File: config.mk
export PLATFORM = sky130hd
export DESIGN_NAME = cmf_front
export DESIGN_NICKNAME = d
export VERILOG_FILES = /design/src/rtl/cmf_pkg.sv /design/src/rtl/cmf_front.sv
export SDC_FILE = /design/constraint.sdc
export NUM_CORES = 1
export LEC_CHECK = 0
export BUFFER_PORTS_ARGS = -buffer_cell sky130_fd_sc_hd__buf_2
export CORE_MARGIN = 10
export CORE_UTILIZATION = 55
export CTS_CLUSTER_SIZE = 16
export DETAILED_ROUTE_END_ITERATION = 12
export GPL_TIMING_DRIVEN = 0
export HOLD_SLACK_MARGIN = 0.06
export PLACE_DENSITY = 0.88
export SLEW_MARGIN = 0
export SYNTH_ARGS = -nofsm -noshare
export SYNTH_HDL_FRONTEND = slang
export SYNTH_SLANG_ARGS = --single-unit
File: constraint.sdc
create_clock -name clk -period 6.4 [get_ports clk]
set_clock_uncertainty 0.05 [all_clocks]
set_input_delay 0.96 -clock clk [delete_from_list [all_inputs] [get_ports clk]]
set_output_delay 0.96 -clock clk [all_outputs]
set_load 0.01 [all_outputs]
File: src/rtl/cmf_pkg.sv
package cmf_pkg;

    localparam int PIX_W       = 8;
    localparam int CFG_W       = 11;
    localparam int SUM_W       = 11;
    localparam int RECIP_W     = 12;
    localparam int RECIP_SHIFT = 14;
    localparam int CMD_DEPTH   = 4;
    localparam int OUT_DEPTH   = 4;
    localparam int OUT_LEVEL_W = $clog2(OUT_DEPTH + 1);

    // floor(s / 5) == (s * RECIP) >> RECIP_SHIFT for every s below 16384
    localparam logic [RECIP_W-1:0] RECIP = 12'd3277;

    localparam logic [CFG_W-1:0] WIDTH_RESET  = 11'd640;
    localparam logic [CFG_W-1:0] HEIGHT_RESET = 11'd480;

    localparam logic REG_IMAGE_WIDTH  = 1'b0;
    localparam logic REG_IMAGE_HEIGHT = 1'b1;

    localparam logic ACT_PIXEL = 1'b0;
    localparam logic ACT_DRAIN = 1'b1;

    typedef struct packed {
        logic drain;
        logic produce;
        logic pass;
        logic last;
    } cmd_flags_t;

endpackage

File: src/rtl/cmf_front.sv
module cmf_front import cmf_pkg::*; #(
    parameter int MAX_WIDTH  = 1024,
    parameter int MAX_HEIGHT = 1024
) (
    input  logic                         clk,
    input  logic                         rst_n,
    input  logic                         cfg_we,
    input  logic                         cfg_index,
    input  logic [CFG_W-1:0]             cfg_data,
    input  logic                         push,
    output logic                         full,
    input  logic                         action,
    input  logic [PIX_W-1:0]             pixel_in,
    input  logic                         cmd_full,
    output logic                         cmd_push,
    output cmd_flags_t                   cmd_flags,
    output logic [$clog2(MAX_WIDTH)-1:0] cmd_col,
    output logic [PIX_W-1:0]             cmd_pix
);

    localparam int CW = $clog2(MAX_WIDTH + 1);
    localparam int RW = $clog2(MAX_HEIGHT + 1);
    localparam int AW = $clog2(MAX_WIDTH);

    logic [CFG_W-1:0] width_reg;
    logic [CFG_W-1:0] height_reg;
    logic [RW-1:0]    row_reg;
    logic [CW-1:0]    col_reg;
    logic [CW-1:0]    drain_reg;

    logic [CW-1:0] w_eff;
    logic [RW-1:0] h_eff;
    logic          wrap;
    logic [RW-1:0] r0;
    logic [CW-1:0] c0;
    logic [CW-1:0] d0;
    logic [CW-1:0] c_inc;
    logic [RW-1:0] r_inc;
    logic [RW-1:0] r_m1;
    logic [CW-1:0] d_inc;
    logic          drain_ok;
    logic          accept;

    always_comb
    begin
        if (width_reg == '0)
        begin
            w_eff = CW'(1);
        end
        else if (int'(width_reg) > MAX_WIDTH)
        begin
            w_eff = CW'(MAX_WIDTH);
        end
        else
        begin
            w_eff = CW'(width_reg);
        end
        if (height_reg == '0)
        begin
            h_eff = RW'(1);
        end
        else if (int'(height_reg) > MAX_HEIGHT)
        begin
            h_eff = RW'(MAX_HEIGHT);
        end
        else
        begin
            h_eff = RW'(height_reg);
        end
    end

    // a pixel after a finished or pending frame starts a new one
    assign wrap     = (row_reg >= h_eff) || (col_reg >= w_eff);
    assign r0       = wrap ? '0 : row_reg;
    assign c0       = wrap ? '0 : col_reg;
    assign d0       = wrap ? '0 : drain_reg;
    assign c_inc    = c0 + CW'(1);
    assign r_inc    = r0 + RW'(1);
    assign r_m1     = r0 - RW'(1);
    assign d_inc    = drain_reg + CW'(1);
    assign drain_ok = (row_reg == h_eff) && (drain_reg < w_eff);

    assign full     = cmd_full;
    assign accept   = push && !cmd_full;
    assign cmd_push = accept && ((action == ACT_PIXEL) || drain_ok);
    assign cmd_pix  = pixel_in;

    always_comb
    begin
        cmd_flags = '0;
        if (action == ACT_DRAIN)
        begin
            cmd_flags.drain = 1'b1;
            cmd_flags.last  = (drain_reg == w_eff - CW'(1));
            cmd_col         = drain_reg[AW-1:0];
        end
        else
        begin
            cmd_flags.produce = (r0 != '0);
            cmd_flags.pass    = (r_m1 == '0) || (r_m1 == h_eff - RW'(1))
                             || (c0 == '0) || (c0 == w_eff - CW'(1));
            cmd_col           = c0[AW-1:0];
        end
    end

    always_ff @(posedge clk or negedge rst_n)
    begin
        if (!rst_n)
        begin
            width_reg  <= WIDTH_RESET;
            height_reg <= HEIGHT_RESET;
            row_reg    <= '0;
            col_reg    <= '0;
            drain_reg  <= '0;
        end
        else if (cfg_we)
        begin
            case (cfg_index)
                REG_IMAGE_WIDTH:  width_reg  <= cfg_data;
                REG_IMAGE_HEIGHT: height_reg <= cfg_data;
                default:          ;
            endcase
            row_reg   <= '0;
            col_reg   <= '0;
            drain_reg <= '0;
        end
        else if (accept)
        begin
            if (action == ACT_DRAIN)
            begin
                if (drain_ok)
                begin
                    if (d_inc >= w_eff)
                    begin
                        row_reg   <= '0;
                        col_reg   <= '0;
                        drain_reg <= '0;
                    end
                    else
                    begin
                        drain_reg <= d_inc;
                    end
                end
            end
            else if (c_inc >= w_eff)
            begin
                col_reg   <= '0;
                row_reg   <= r_inc;
                drain_reg <= '0;
            end
            else
            begin
                col_reg   <= c_inc;
                row_reg   <= r0;
                drain_reg <= d0;
            end
        end
    end

endmodule

==> metrics.md <==
| Metric | Value |
|---|---|
| Worst EP required | `5.39 ns` |
| Global-route wire length before repair | `28,000 um` |
| Post-Synthesis Cells | `722` |
| DP Area | `6190 um2` |
| Clock slew at reported path FFs | `0.12 ns` |
| Routed vias/inst | `6.55` |
| HPWL Detailed | `12,800 um` |
| Avg Inst Size Synth | `8.06 um2` |
| Buffers added on ports | `41` |
| Synthesized area | `5820 um2` |
| Routed wire per std cell | `19.6 um` |
| Final setup fails | `1` |
| Leakage dissipation | `3.02 nW` |
| Layout cell share with drive strength beyond 1 | `0.221` |
| Ant diodes | `0` |
| Seq/Total Area, Yosys | `0.238` |
| GPL Wtd Cong | `0.989` |
| Min Tclk post-route | `6.52 ns` |
| I/O pins | `50` |
| Yosys cell types | `70` |
| Unrepaired setup endpoints after global routing | `true` |
| Maximum root-to-sink buffer count | `2` |
| Maximum fanout along the worst path | `6` |
| Die X | `123 um` |
| Worst min path class | `reg2reg` |
| Max VDD drop | `0.104 mV` |
| Failing checks | `setup timing` |
| FP Rows | `37` |
| Initial antenna violation count | `0` |
| Largest family of logic cells by synthesized area | `simple AND/OR/NAND/NOR gates` |
| Synth Area in Compound Gates | `0.197` |
| Max Fclk | `0.153 GHz` |
| Vias in the first global route | `5,610` |
| CTS tree | `done` |
| Relative slew slack | `0.160` |
| Synth top area share | `0.211` |
| H-tree depth | `2` |
| Final Cycle Share | `1.02` |
| Pin count of the biggest net entering global routing | `56` |
| Status | `finished, violations left` |
| Worst Setup Path Type | `reg2out` |
| CTS sink cnt | `55` |
| Final Hold Fails | `0` |
| Number of synthesized flops with an enable pin | `0` |
| Most used DFF post-synth | `dfrtp_1` |
| Power per cell area | `178 nW/um2` |
| Post-Synth Adder-Cell Area | `0.135` |
| Most common cell in the netlist | `nand2_1` |
| Synth Area in Simple Gates | `0.251` |
| DIE HEIGHT | `123 um` |
| Gr usage total | `0.227` |
| Initial Util | `0.564` |
| Drt drc | `0` |
| TritonCTS buffer count | `5` |
| Slew @ Worst Pin | `1.26 ns` |
| Post-synthesis xor/xnor area fraction | `0.0690` |
| Setup ws final | `-0.122 ns` |
| Starting DRT DRC Count | `739` |
| Synth area leaders | `dfrtp_1 (21%), ha_1 (14%), nand2_1 (5.4%)` |
| Async S/R FF share, synth | `1.00` |
| Worst-Skew Late Latency | `0.34 ns` |
| Core area | `10,300 um2` |
| Syn_nets | `811` |
| YS warnings | `0` |
| Crit. End Element | `output pin` |
| Area leader, netlist | `dfrtp_1` |
| WL final | `18,200 um` |
| CTS Root Cell | `clkbuf_8` |
| Finished Cell Area | `6780 um2` |
| Max-capacitance violation count | `0` |
| Area delta synth->final | `16.5%` |
| Routed Antenna Nets | `0` |
| Worst EP arrival | `5.51 ns` |
| Via count | `6,103` |
| Flop and latch count out of synthesis | `55` |
| DR pass1 iterations | `6` |
| Top cells by count, synth | `nand2_1 (83), ha_1 (63), nor2_1 (55)` |
| Max-slew violations | `0` |
| Layout Nets | `884` |
| Gr ovfl total | `0` |
| Setup crit start kind | `register` |
| Total power | `0.00121 W` |
| Post-synthesis mux area share | `0.0533` |
| Total die area | `15,100 um2` |
## critical path, cell delays in order, from the launching register on
cell and delay (ns):
dfrtp_2 0.43, or4_4 0.57, o41ai_4 0.44, nand2_2 0.20, ha_4 0.29, a21o_1 0.16
a211o_1 0.29, a41oi_2 0.27, nor3_4 0.10, nor2_4 0.17, buf_8 0.16, buf_8 0.12
nand2_4 0.07, ha_4 0.21, buf_8 0.13, nor4_4 0.13, o21ai_1 0.11, nor3_1 0.21
o2111ai_1 0.18, or3_4 0.45, a21oi_2 0.14, a41oi_2 0.09, o21ai_1 0.12, buf_2 0.14
## area by class of cell
type	instances	area [um2]
inverter	18	71.3
fill	844	3540
clock buffer	5	68.8
sequential	55	1390
clock inverter	3	33.8
timing repair buffer	66	405
multi-input combinational	595	4340
tap	136	170
buffer	54	302
## kinds of logic (layout without fill, tap and decap cells)
family | after synthesis | after routing
AOI/OAI and AO/OA | 175 | 175
xor gates and xnor gates | 45 | 45
adders and majority gates | 63 | 63
buffers and inverters | 72 | 146
DFF | 55 | 55
muxes | 28 | 28
and+or+nand+nor | 284 | 284
## cell usage in the layout, fill, tap and decap left out, drive strengths merged, types with 9 or more instances in the layout
master	synthesis	routed
nand2b	10	10
xnor2	22	22
nand4	11	11
nand3	28	28
nor2b	13	13
inv	18	18
buf	17	84
ha	63	63
o21ai	50	50
nor3	26	26
dfrtp	49	49
nor4	10	10
nor2	56	56
a21oi	34	34
o21a	11	11
mux2	24	24
clkbuf	37	41
xor2	23	23
nand2	84	84
a22o	13	13
and3	9	9
or3	9	9
## stage by stage
| step | hold slack [ns] | TNS, ns | utilization | setup slack [ns] | cells |
|---|---|---|---|---|---|
| 2_1_floorplan | 0.440 | 0 | - | 0.207 | 722 |
| 3_5_place_dp | 0.475 | -27.63 | 0.600 | -1.15 | 899 |
| 6_report | 0.521 | -0.122 | 0.657 | -0.122 | 932 |
| 3_3_place_gp | 0.455 | -26.44 | 0.600 | -1.14 | 899 |
| 4_1_cts | 0.507 | -0.0581 | 0.628 | -0.0581 | 915 |
| 5_1_grt | 0.540 | -0.612 | 0.657 | -0.193 | 932 |
## what timing repair did
item                                    CTS  global route
gates resized for setup                  33            35
endpoints found under the setup margin   35            34
buffers inserted                          8            17
hold buffers                              0             0
pin swaps                                 5            19
## path summary, 6_finish.rpt
path                                       to  cells past startpoint  slack [ns]           from
worst min-delay path            height_reg[0]                      1        0.52  height_reg[0]
min in group asynchronous          col_reg[0]                      1        0.83          rst_n
worst max register to register     col_reg[0]                     28        0.13   width_reg[3]
max in group asynchronous       height_reg[9]                      1        4.62          rst_n
worst min register to register  height_reg[0]                      1        0.52  height_reg[0]
worst max-delay path             cmd_flags[1]                     23       -0.12   width_reg[3]
## where the power goes
part	switching, W	internal [W]	total (W)	leakage [nW]
sequential	0.0000395	0.000378	0.000418	0.706
combinational	0.000332	0.000235	0.000567	2.26
clock	0.000140	0.0000830	0.000223	0.0515
## metal layers
layer | GRT usage | up-vias | part of all wire
li1 | - | 2772 | -
met1 | 0.293 | 2841 | 0.40
met2 | 0.364 | 401 | 0.46
met3 | 0.0455 | 89 | 0.10
met4 | 0.0876 | 0 | 0.039
met5 | 0 | - | 0
Power figures use the tool's default switching activity.
