===== src/rtl/cmf_queue.sv =====
module cmf_queue #(
    parameter int WIDTH = 8,
    parameter int DEPTH = 4
) (
    input  logic                       clk,
    input  logic                       rst_n,
    input  logic                       push,
    input  logic [WIDTH-1:0]           wdata,
    output logic                       full,
    input  logic                       pop,
    output logic [WIDTH-1:0]           rdata,
    output logic                       empty,
    output logic [$clog2(DEPTH+1)-1:0] level
);

    localparam int PW = (DEPTH > 1) ? $clog2(DEPTH) : 1;
    localparam int LW = $clog2(DEPTH + 1);

    logic [WIDTH-1:0] slot_reg [DEPTH];
    logic [PW-1:0]    wr_ptr_reg;
    logic [PW-1:0]    rd_ptr_reg;
    logic [LW-1:0]    count_reg;
    logic             do_push;
    logic             do_pop;

    assign full    = (count_reg == LW'(DEPTH));
    assign empty   = (count_reg == '0);
    assign level   = count_reg;
    assign rdata   = slot_reg[rd_ptr_reg];
    assign do_push = push && !full;
    assign do_pop  = pop && !empty;

    always_ff @(posedge clk)
    begin
        if (do_push)
        begin
            slot_reg[wr_ptr_reg] <= wdata;
        end
    end

    always_ff @(posedge clk or negedge rst_n)
    begin
        if (!rst_n)
        begin
            wr_ptr_reg <= '0;
            rd_ptr_reg <= '0;
            count_reg  <= '0;
        end
        else
        begin
            if (do_push)
            begin
                wr_ptr_reg <= (wr_ptr_reg == PW'(DEPTH - 1)) ? '0 : wr_ptr_reg + PW'(1);
            end
            if (do_pop)
            begin
                rd_ptr_reg <= (rd_ptr_reg == PW'(DEPTH - 1)) ? '0 : rd_ptr_reg + PW'(1);
            end
            if (do_push && !do_pop)
            begin
                count_reg <= count_reg + LW'(1);
            end
            else if (do_pop && !do_push)
            begin
                count_reg <= count_reg - LW'(1);
            end
        end
    end

endmodule


===== config.mk =====
export PLATFORM = sky130hd
export DESIGN_NAME = cmf_queue
export DESIGN_NICKNAME = d
export VERILOG_FILES = /design/src/rtl/cmf_queue.sv
export SDC_FILE = /design/constraint.sdc
export NUM_CORES = 1
export LEC_CHECK = 0
export BUFFER_PORTS_ARGS = -buffer_cell sky130_fd_sc_hd__buf_2
export CORE_ASPECT_RATIO = 0.8
export CORE_MARGIN = 2
export CORE_UTILIZATION = 35
export DETAILED_ROUTE_END_ITERATION = 7
export GPL_ROUTABILITY_DRIVEN = 0
export HOLD_SLACK_MARGIN = 0.12
export PLACE_DENSITY = 0.62
export SETUP_SLACK_MARGIN = 0.5
export SYNTH_ARGS = -nofsm -noshare
export SYNTH_HDL_FRONTEND = slang
export SYNTH_SLANG_ARGS = --single-unit
export TNS_END_PERCENT = 1

===== constraint.sdc =====
create_clock -name clk -period 1.8 [get_ports clk]
set_input_delay 0.18 -clock clk [delete_from_list [all_inputs] [get_ports clk]]
set_output_delay 0.18 -clock clk [all_outputs]
set_load 0.02 [all_outputs]

==> run_summary.xml, run 1 <==
<?xml version="1.0" encoding="UTF-8"?>
<metrics>
  <group name="clock_network">
    <metric name="cts_buffers" unit="">5</metric>
    <metric name="insertion_delay" unit="ns">0.28</metric>
    <metric name="cts.sink_count" unit="">39</metric>
    <metric name="htree_num_levels" unit="">2</metric>
    <metric name="worst_setup_hold_path_clk_slew" unit="ns">0.07</metric>
    <metric name="maximum_count_of_clock_buffers_along_a_single_path" unit="">2</metric>
    <metric name="clockRootBuffer" unit="">clkbuf_8</metric>
    <metric name="cts_tree" unit="">built</metric>
  </group>
  <group name="synthesis">
    <metric name="yosys.cell_types.count" unit="">19</metric>
    <metric name="postSynthNetCount" unit="">98</metric>
    <metric name="synth_compound_gate_area_share" unit="">0</metric>
    <metric name="muxShareOfSynthArea" unit="">0.151</metric>
    <metric name="postSynthRegisterBits" unit="">39</metric>
    <metric name="synthesis.yosys.warnings" unit="">0</metric>
    <metric name="synth-simple-area-share" unit="">0.0541</metric>
    <metric name="synth.cell_area" unit="µm²">1620</metric>
    <metric name="seq_area_frac_synth" unit="">0.701</metric>
    <metric name="average_instance_area_after_synthesis" unit="µm²">20.5</metric>
    <metric name="synth_top_family_by_area" unit="">multiplexers</metric>
    <metric name="syn-instance-count" unit="">79</metric>
    <metric name="post_synth_fa_ha_maj_area_fraction" unit="">0.0587</metric>
    <metric name="post_synth_xor_area_fraction" unit="">0.0162</metric>
  </group>
  <group name="run">
    <metric name="max-cap-violations" unit="">0</metric>
  </group>
  <group name="global_route">
    <metric name="grt_pass1_vias" unit="">936</metric>
    <metric name="overflow" unit="">0</metric>
    <metric name="grt_start_max_net_pins" unit="">12</metric>
    <metric name="global_route_wire_length_before_repair" unit="µm">4340</metric>
    <metric name="initial_antenna_violation_count" unit="">0</metric>
    <metric name="grt.met2_usage" unit="">0.189</metric>
    <metric name="groute.layer.met3.usage" unit="">0.0334</metric>
    <metric name="routing_layer_with_the_top_usage_in_global_route" unit="">met2</metric>
    <metric name="grt.total_usage" unit="">0.119</metric>
    <metric name="grt_use_met1" unit="">0.141</metric>
  </group>
  <group name="route">
    <metric name="totalWireLength" unit="µm">2660</metric>
    <metric name="drc" unit="">0</metric>
    <metric name="route.detailed.vias_per_inst" unit="">4.43</metric>
    <metric name="detail_route.iter0.violations" unit="">51</metric>
    <metric name="drtPass1Iterations" unit="">4</metric>
    <metric name="drt.antenna.violating_nets" unit="">0</metric>
    <metric name="post_drt_wl_per_cell" unit="µm">14.4</metric>
    <metric name="vias" unit="">819</metric>
  </group>
  <group name="worst_hold_path">
    <metric name="hold_path.class" unit="">in -&gt; async</metric>
  </group>
  <group name="critical_path">
    <metric name="criticalPathCategory" unit="">reg -&gt; reg</metric>
    <metric name="ff2ff_setup_slack" unit="ns">-0.02</metric>
    <metric name="worstSetupEndpointType" unit="">flop</metric>
    <metric name="required_time_of_the_critical_path" unit="ns">1.97</metric>
    <metric name="worst_r2r_startpoint" unit="">level[1]$_DFFE_PN0P_</metric>
    <metric name="timing.critical_path.from_type" unit="">flop</metric>
    <metric name="category_of_cells_accounting_for_the_largest_share_of_critical_path_delay" unit="">adder cells</metric>
    <metric name="reg2reg_to" unit="">level[1]$_DFFE_PN0P_</metric>
    <metric name="critical_path_peak_fanout" unit="">5</metric>
    <metric name="worst_path_largest_cell_delay" unit="ns">0.47</metric>
    <metric name="r2r.worst_path.cells" unit="">6</metric>
    <metric name="worst-path-buf-inv" unit="">1</metric>
    <metric name="slowest_stage" unit="">dfrtp_2</metric>
    <metric name="worst-endpoint-arrival" unit="ns">1.99</metric>
    <metric name="crit_path_cell_trace" unit="">nor3b_4 -&gt; nor2b_4 -&gt; ha_4 -&gt; inv_2 -&gt; fa_2 -&gt; mux2_2</metric>
  </group>
  <group name="pwr">
    <metric name="p_leak" unit="nW">0.818</metric>
    <metric name="share_comb_of_total_power" unit="">0.446</metric>
    <metric name="pwr-share-clk" unit="">0.156</metric>
    <metric name="power-per-cell-area" unit="nW/µm²">1660</metric>
    <metric name="vdd.ir_drop.worst" unit="mV">0.621</metric>
    <metric name="fin_total_pwr" unit="W">0.00354</metric>
    <metric name="cellInternalPower" unit="W">0.00237</metric>
    <metric name="seqPwrFrac" unit="">0.398</metric>
    <metric name="power_switching_share" unit="">0.331</metric>
    <metric name="switchingPower" unit="W">0.00117</metric>
  </group>
  <group name="floorplan">
    <metric name="core_area" unit="µm²">4510</metric>
    <metric name="io_pins" unit="">25</metric>
    <metric name="std_cell_rows" unit="">22</metric>
    <metric name="initial_core_utilization" unit="">0.359</metric>
    <metric name="die_h" unit="µm">64.9</metric>
    <metric name="design.die.area" unit="µm²">5190</metric>
    <metric name="chipWidth" unit="µm">80.1</metric>
  </group>
  <group name="timing">
    <metric name="timing.final.crit_share" unit="">1.01</metric>
    <metric name="tns" unit="ns">-0.0180</metric>
    <metric name="worst_clock_skew" unit="ns">0.00347</metric>
    <metric name="final_period_minus_worst_setup_slack" unit="ns">1.82</metric>
    <metric name="rsz0062_at_grt" unit="">true</metric>
    <metric name="timing.final.hold_violations" unit="">0</metric>
    <metric name="final-max-slew-violation-count" unit="">0</metric>
    <metric name="max_clock_freq" unit="MHz">550</metric>
    <metric name="final.setup.worst_slack" unit="ns">-0.0180</metric>
    <metric name="timing.slew.headroom" unit="">0.718</metric>
    <metric name="timing_worst_slew_pin_value" unit="ns">0.423</metric>
    <metric name="setup_viol" unit="">1</metric>
  </group>
  <group name="final_layout">
    <metric name="antennaDiodeCount" unit="">0</metric>
    <metric name="layout-drive-gt1-share" unit="">0.528</metric>
    <metric name="layout_commonest_cell" unit="">edfxtp_1</metric>
    <metric name="final_cells" unit="">185</metric>
    <metric name="fin_area" unit="µm²">2140</metric>
    <metric name="largest_register_ffs" unit="">32</metric>
    <metric name="mostFrequentLayoutCells" unit="">32 x edfxtp_1, 16 x buf_2, 11 x buf_6, 9 x dlygate4sd3_1, 8 x mux4_2</metric>
    <metric name="flow.area_growth_from_synthesis" unit="%">31.8</metric>
    <metric name="num-nets-final" unit="">143</metric>
  </group>
  <group name="placed_design">
    <metric name="placed_cell_area" unit="µm²">1870</metric>
    <metric name="dpl.hpwl" unit="µm">1780</metric>
    <metric name="dp_worst_setup_slack" unit="ns">-0.0732</metric>
    <metric name="dp_cells" unit="">166</metric>
    <metric name="portBuffers" unit="">24</metric>
  </group>
  <group name="outcome">
    <metric name="result_of_the_run" unit="">complete, but fails checks</metric>
    <metric name="failed_checks" unit="">setup timing</metric>
  </group>
</metrics>
-- worst reg2reg max path: cells and delay by family, from the launching register on --
family,cells,cell delay [ns]
simple gates,2,0.34
flops,1,0.47
fa+ha+maj,2,0.57
mux,1,0.27
buf+inv,1,0.05
-- power by group through the flow --
stage | sequential [W] | combinational, W | clock [W]
finish | 0.00141 | 0.00158 | 0.000551
global route | 0.00144 | 0.00170 | 0.000608
CTS | 0.00141 | 0.00157 | 0.000567
detailed placement | 0.00143 | 0.00132 | 0
global placement | 0.00141 | 0.00130 | 0
floorplan | 0.00141 | 0.000914 | 0
-- routing by layer --
layer / share of wire / up-vias
met5: 0 / -
li1: - / 388
met1: 0.44 / 411
met2: 0.51 / 14
met3: 0.026 / 6
met4: 0.024 / 0
-- layout make-up --
type | count | area [µm²]
fill | 388 | 2380
sequential | 39 | 1140
multi-input combinational | 34 | 497
timing repair buffer | 41 | 332
clock buffer | 7 | 76.3
tap | 60 | 75.1
inverter | 3 | 11.3
clock inverter | 1 | 5.00
-- metrics by stage --
step | hold WS [ns] | utilization
2_1_floorplan | -0.116 | -
5_1_grt | 0.267 | 0.473
3_3_place_gp | 0.0231 | 0.414
6_report | 0.246 | 0.473
3_5_place_dp | 0.0242 | 0.414
4_1_cts | 0.250 | 0.470
-- cell usage after synthesis --
master    instances  area share
dfrtp_1           7        0.11
nand2b_4          1      0.0085
mux2_2            3       0.021
and2_2            4       0.019
nor2_1            3      0.0069
nor2b_2           1      0.0054
buf_1             1      0.0023
inv_1             3      0.0069
fa_1              1       0.012
mux4_2            8        0.11
nor3_1            1      0.0031
mux2_4            2       0.019
edfxtp_1         32        0.59
nor3b_4           1       0.012
xnor2_1           1      0.0054
xor2_1            2       0.011
buf_6             1      0.0069
buf_2             1      0.0031
ha_1              6       0.046
-- logic make-up after synthesis --
kind of cell / after synthesis
flip-flops: 39
XOR/XNOR: 3
AND/OR/NAND/NOR: 11
adder cells (fa/ha/maj): 7
buffers and inverters: 6
multiplexers: 13
-- what timing repair did --
item,CTS,global route
gates cloned,0,0
setup buffers,2,0
gates resized for setup,24,2
setup endpoints to repair,48,49
pin swaps,9,5
hold buffers,9,0
endpoints found under the hold margin,39,0
-- worst max-delay path by stage --
stage | start | endpoint | slack [ns] | cells after the start
final | level[1]$_DFFE_PN0P_ | level[1]$_DFFE_PN0P_ | -0.02 | 6
after detailed placement | level[1]$_DFFE_PN0P_ | level[2]$_DFFE_PN0P_ | -0.07 | 8
after global routing | level[0]$_DFFE_PN0P_ | level[2]$_DFFE_PN0P_ | -0.12 | 8
after global placement | level[1]$_DFFE_PN0P_ | level[2]$_DFFE_PN0P_ | 0.02 | 8
after floorplan | level[0]$_DFFE_PN0P_ | level[1]$_DFFE_PN0P_ | -0.22 | 7
after CTS | level[0]$_DFFE_PN0P_ | level[2]$_DFFE_PN0P_ | -0.009 | 8
Power figures use the tool's default switching activity.
==> inputs of run 2 (changes only) <==
- PLACE_DENSITY: 0.62 -> 0.53
==> run 2 against run 1 <==
The run now ends clean. Critical path depth unchanged. Critical path type unchanged. Final area is 1.9% higher. Largest cell class unchanged. Global-route usage rose by 0.15 points. Largest power group unchanged.
==> run_summary.xml, run 2 (synthesis results as in run 1) <==
<?xml version="1.0" encoding="UTF-8"?>
<metrics>
  <group name="clock_network">
    <metric name="cts_buffers" unit="">5</metric>
    <metric name="clockRootBuffer" unit="">clkbuf_8</metric>
    <metric name="cts.sink_count" unit="">39</metric>
    <metric name="maximum_count_of_clock_buffers_along_a_single_path" unit="">2</metric>
    <metric name="worst_setup_hold_path_clk_slew" unit="ns">0.07</metric>
    <metric name="htree_num_levels" unit="">2</metric>
    <metric name="cts_tree" unit="">built</metric>
    <metric name="insertion_delay" unit="ns">0.28</metric>
  </group>
  <group name="global_route">
    <metric name="overflow" unit="">0</metric>
    <metric name="grt.total_usage" unit="">0.121</metric>
    <metric name="grt_start_max_net_pins" unit="">12</metric>
    <metric name="grt_pass1_vias" unit="">875</metric>
    <metric name="initial_antenna_violation_count" unit="">0</metric>
    <metric name="global_route_wire_length_before_repair" unit="µm">4420</metric>
  </group>
  <group name="timing">
    <metric name="rsz0062_at_grt" unit="">true</metric>
    <metric name="timing.final.hold_violations" unit="">0</metric>
    <metric name="timing_worst_slew_pin_value" unit="ns">0.267</metric>
    <metric name="final-max-slew-violation-count" unit="">0</metric>
    <metric name="timing.final.crit_share" unit="">0.994</metric>
    <metric name="worst_clock_skew" unit="ns">0.00490</metric>
    <metric name="tns" unit="ns">0</metric>
    <metric name="max_clock_freq" unit="MHz">559</metric>
    <metric name="timing.slew.headroom" unit="">0.822</metric>
    <metric name="final_period_minus_worst_setup_slack" unit="ns">1.79</metric>
    <metric name="setup_viol" unit="">0</metric>
  </group>
  <group name="route">
    <metric name="detail_route.iter0.violations" unit="">40</metric>
    <metric name="post_drt_wl_per_cell" unit="µm">14.6</metric>
    <metric name="drc" unit="">0</metric>
    <metric name="route.detailed.vias_per_inst" unit="">4.56</metric>
    <metric name="vias" unit="">861</metric>
    <metric name="totalWireLength" unit="µm">2770</metric>
    <metric name="drt.antenna.violating_nets" unit="">0</metric>
    <metric name="drtPass1Iterations" unit="">4</metric>
  </group>
  <group name="critical_path">
    <metric name="category_of_cells_accounting_for_the_largest_share_of_critical_path_delay" unit="">adder cells</metric>
    <metric name="timing.critical_path.from_type" unit="">flop</metric>
    <metric name="critical_path_peak_fanout" unit="">3</metric>
    <metric name="worst-path-buf-inv" unit="">1</metric>
    <metric name="crit_path_cell_trace" unit="">nor3b_4 -&gt; nor2b_2 -&gt; ha_4 -&gt; inv_2 -&gt; fa_2 -&gt; mux2_2</metric>
    <metric name="worst-endpoint-arrival" unit="ns">1.96</metric>
    <metric name="slowest_stage" unit="">dfrtp_2</metric>
    <metric name="worst_path_largest_cell_delay" unit="ns">0.46</metric>
    <metric name="worstSetupEndpointType" unit="">flop</metric>
    <metric name="required_time_of_the_critical_path" unit="ns">1.97</metric>
    <metric name="criticalPathCategory" unit="">reg -&gt; reg</metric>
  </group>
  <group name="final_layout">
    <metric name="flow.area_growth_from_synthesis" unit="%">34.3</metric>
    <metric name="layout-drive-gt1-share" unit="">0.543</metric>
    <metric name="fin_area" unit="µm²">2180</metric>
    <metric name="num-nets-final" unit="">147</metric>
    <metric name="mostFrequentLayoutCells" unit="">32 x edfxtp_1, 16 x buf_2, 13 x buf_6, 9 x dlygate4sd3_1, 8 x mux4_2</metric>
    <metric name="largest_register_ffs" unit="">32</metric>
    <metric name="fillers" unit="">394</metric>
    <metric name="layout_commonest_cell" unit="">edfxtp_1</metric>
    <metric name="antennaDiodeCount" unit="">0</metric>
  </group>
  <group name="placed_design">
    <metric name="portBuffers" unit="">24</metric>
    <metric name="dpl.hpwl" unit="µm">1880</metric>
    <metric name="placed_cell_area" unit="µm²">1880</metric>
  </group>
  <group name="floorplan">
    <metric name="std_cell_rows" unit="">22</metric>
    <metric name="io_pins" unit="">25</metric>
    <metric name="initial_core_utilization" unit="">0.359</metric>
    <metric name="core_area" unit="µm²">4510</metric>
    <metric name="die_h" unit="µm">64.9</metric>
    <metric name="chipWidth" unit="µm">80.1</metric>
    <metric name="design.die.area" unit="µm²">5190</metric>
  </group>
  <group name="outcome">
    <metric name="result_of_the_run" unit="">completed</metric>
  </group>
  <group name="worst_hold_path">
    <metric name="hold_path.class" unit="">in -&gt; async</metric>
  </group>
  <group name="pwr">
    <metric name="vdd.ir_drop.worst" unit="mV">0.603</metric>
    <metric name="p_leak" unit="nW">0.841</metric>
    <metric name="power-per-cell-area" unit="nW/µm²">1660</metric>
  </group>
  <group name="run">
    <metric name="max-cap-violations" unit="">0</metric>
  </group>
</metrics>
[run 2: area by class of cell]
| class | count | area (µm²) | share of cell area |
|---|---|---|---|
| clock buffers | 6 | 72.6 | 0.0334 |
| flip-flops and latches | 39 | 1140 | 0.524 |
| repair buffers | 45 | 369 | 0.170 |
| clock inverters | 2 | 7.51 | 0.00345 |
| well taps | 60 | 75.1 | 0.0345 |
| multi-input cells | 34 | 499 | 0.229 |
| inverters | 3 | 11.3 | 0.00518 |
[run 2: worst paths after layout]
kind                            slack, ns                   endpoint                 startpoint  depth (start not counted)
worst max-delay path                 0.01       level[1]$_DFFE_PN0P_       level[0]$_DFFE_PN0P_                          6
min in group clk                     0.33       level[0]$_DFFE_PN0P_                        pop                          4
max in group asynchronous            1.38  rd_ptr_reg[1]$_DFFE_PN0P_                      rst_n                          2
worst max register to register       0.01       level[1]$_DFFE_PN0P_       level[0]$_DFFE_PN0P_                          6
worst min register to register       0.60  wr_ptr_reg[1]$_DFFE_PN0P_  wr_ptr_reg[1]$_DFFE_PN0P_                          1
worst min-delay path                 0.25  wr_ptr_reg[1]$_DFFE_PN0P_                      rst_n                          2
[run 2: metal layers]
metal	up-vias	routed length, µm	share of wire	GRT usage
li1	397	-	-	-
met1	448	1150	0.42	0.144
met2	14	1490	0.54	0.199
met3	2	90	0.033	0.0418
met4	0	29	0.010	0.0508
met5	-	0	0	0
[run 2: timing repair]
action	4_1_cts	5_1_grt
hold buffers	8	1
buffers inserted	4	1
setup endpoints to repair	48	49
hold endpoints to repair	32	1
pin swaps	8	4
resized for setup	29	1
[run 2: report_power, final]
part | leakage (nW) | switching, W | total (W) | internal [W]
clock | 0.0403 | 0.000269 | 0.000532 | 0.000264
sequential | 0.371 | 0.000182 | 0.00142 | 0.00123
combinational | 0.429 | 0.000732 | 0.00166 | 0.000930
total | 0.841 | 0.00118 | 0.00361 | 0.00243
[run 2: stage by stage]
step / util / power [W] / hold WS [ns] / setup slack (ns) / cells
floorplan: - / 0.00233 / -0.116 / -0.215 / 79
global placement: 0.415 / 0.00273 / 0.0205 / 0.0243 / 167
detailed placement: 0.415 / 0.00278 / 0.0199 / -0.0493 / 167
CTS: 0.476 / 0.00363 / 0.128 / -0.00439 / 187
global route: 0.482 / 0.00384 / 0.262 / -0.0900 / 189
finish: 0.482 / 0.00361 / 0.251 / 0.0112 / 189
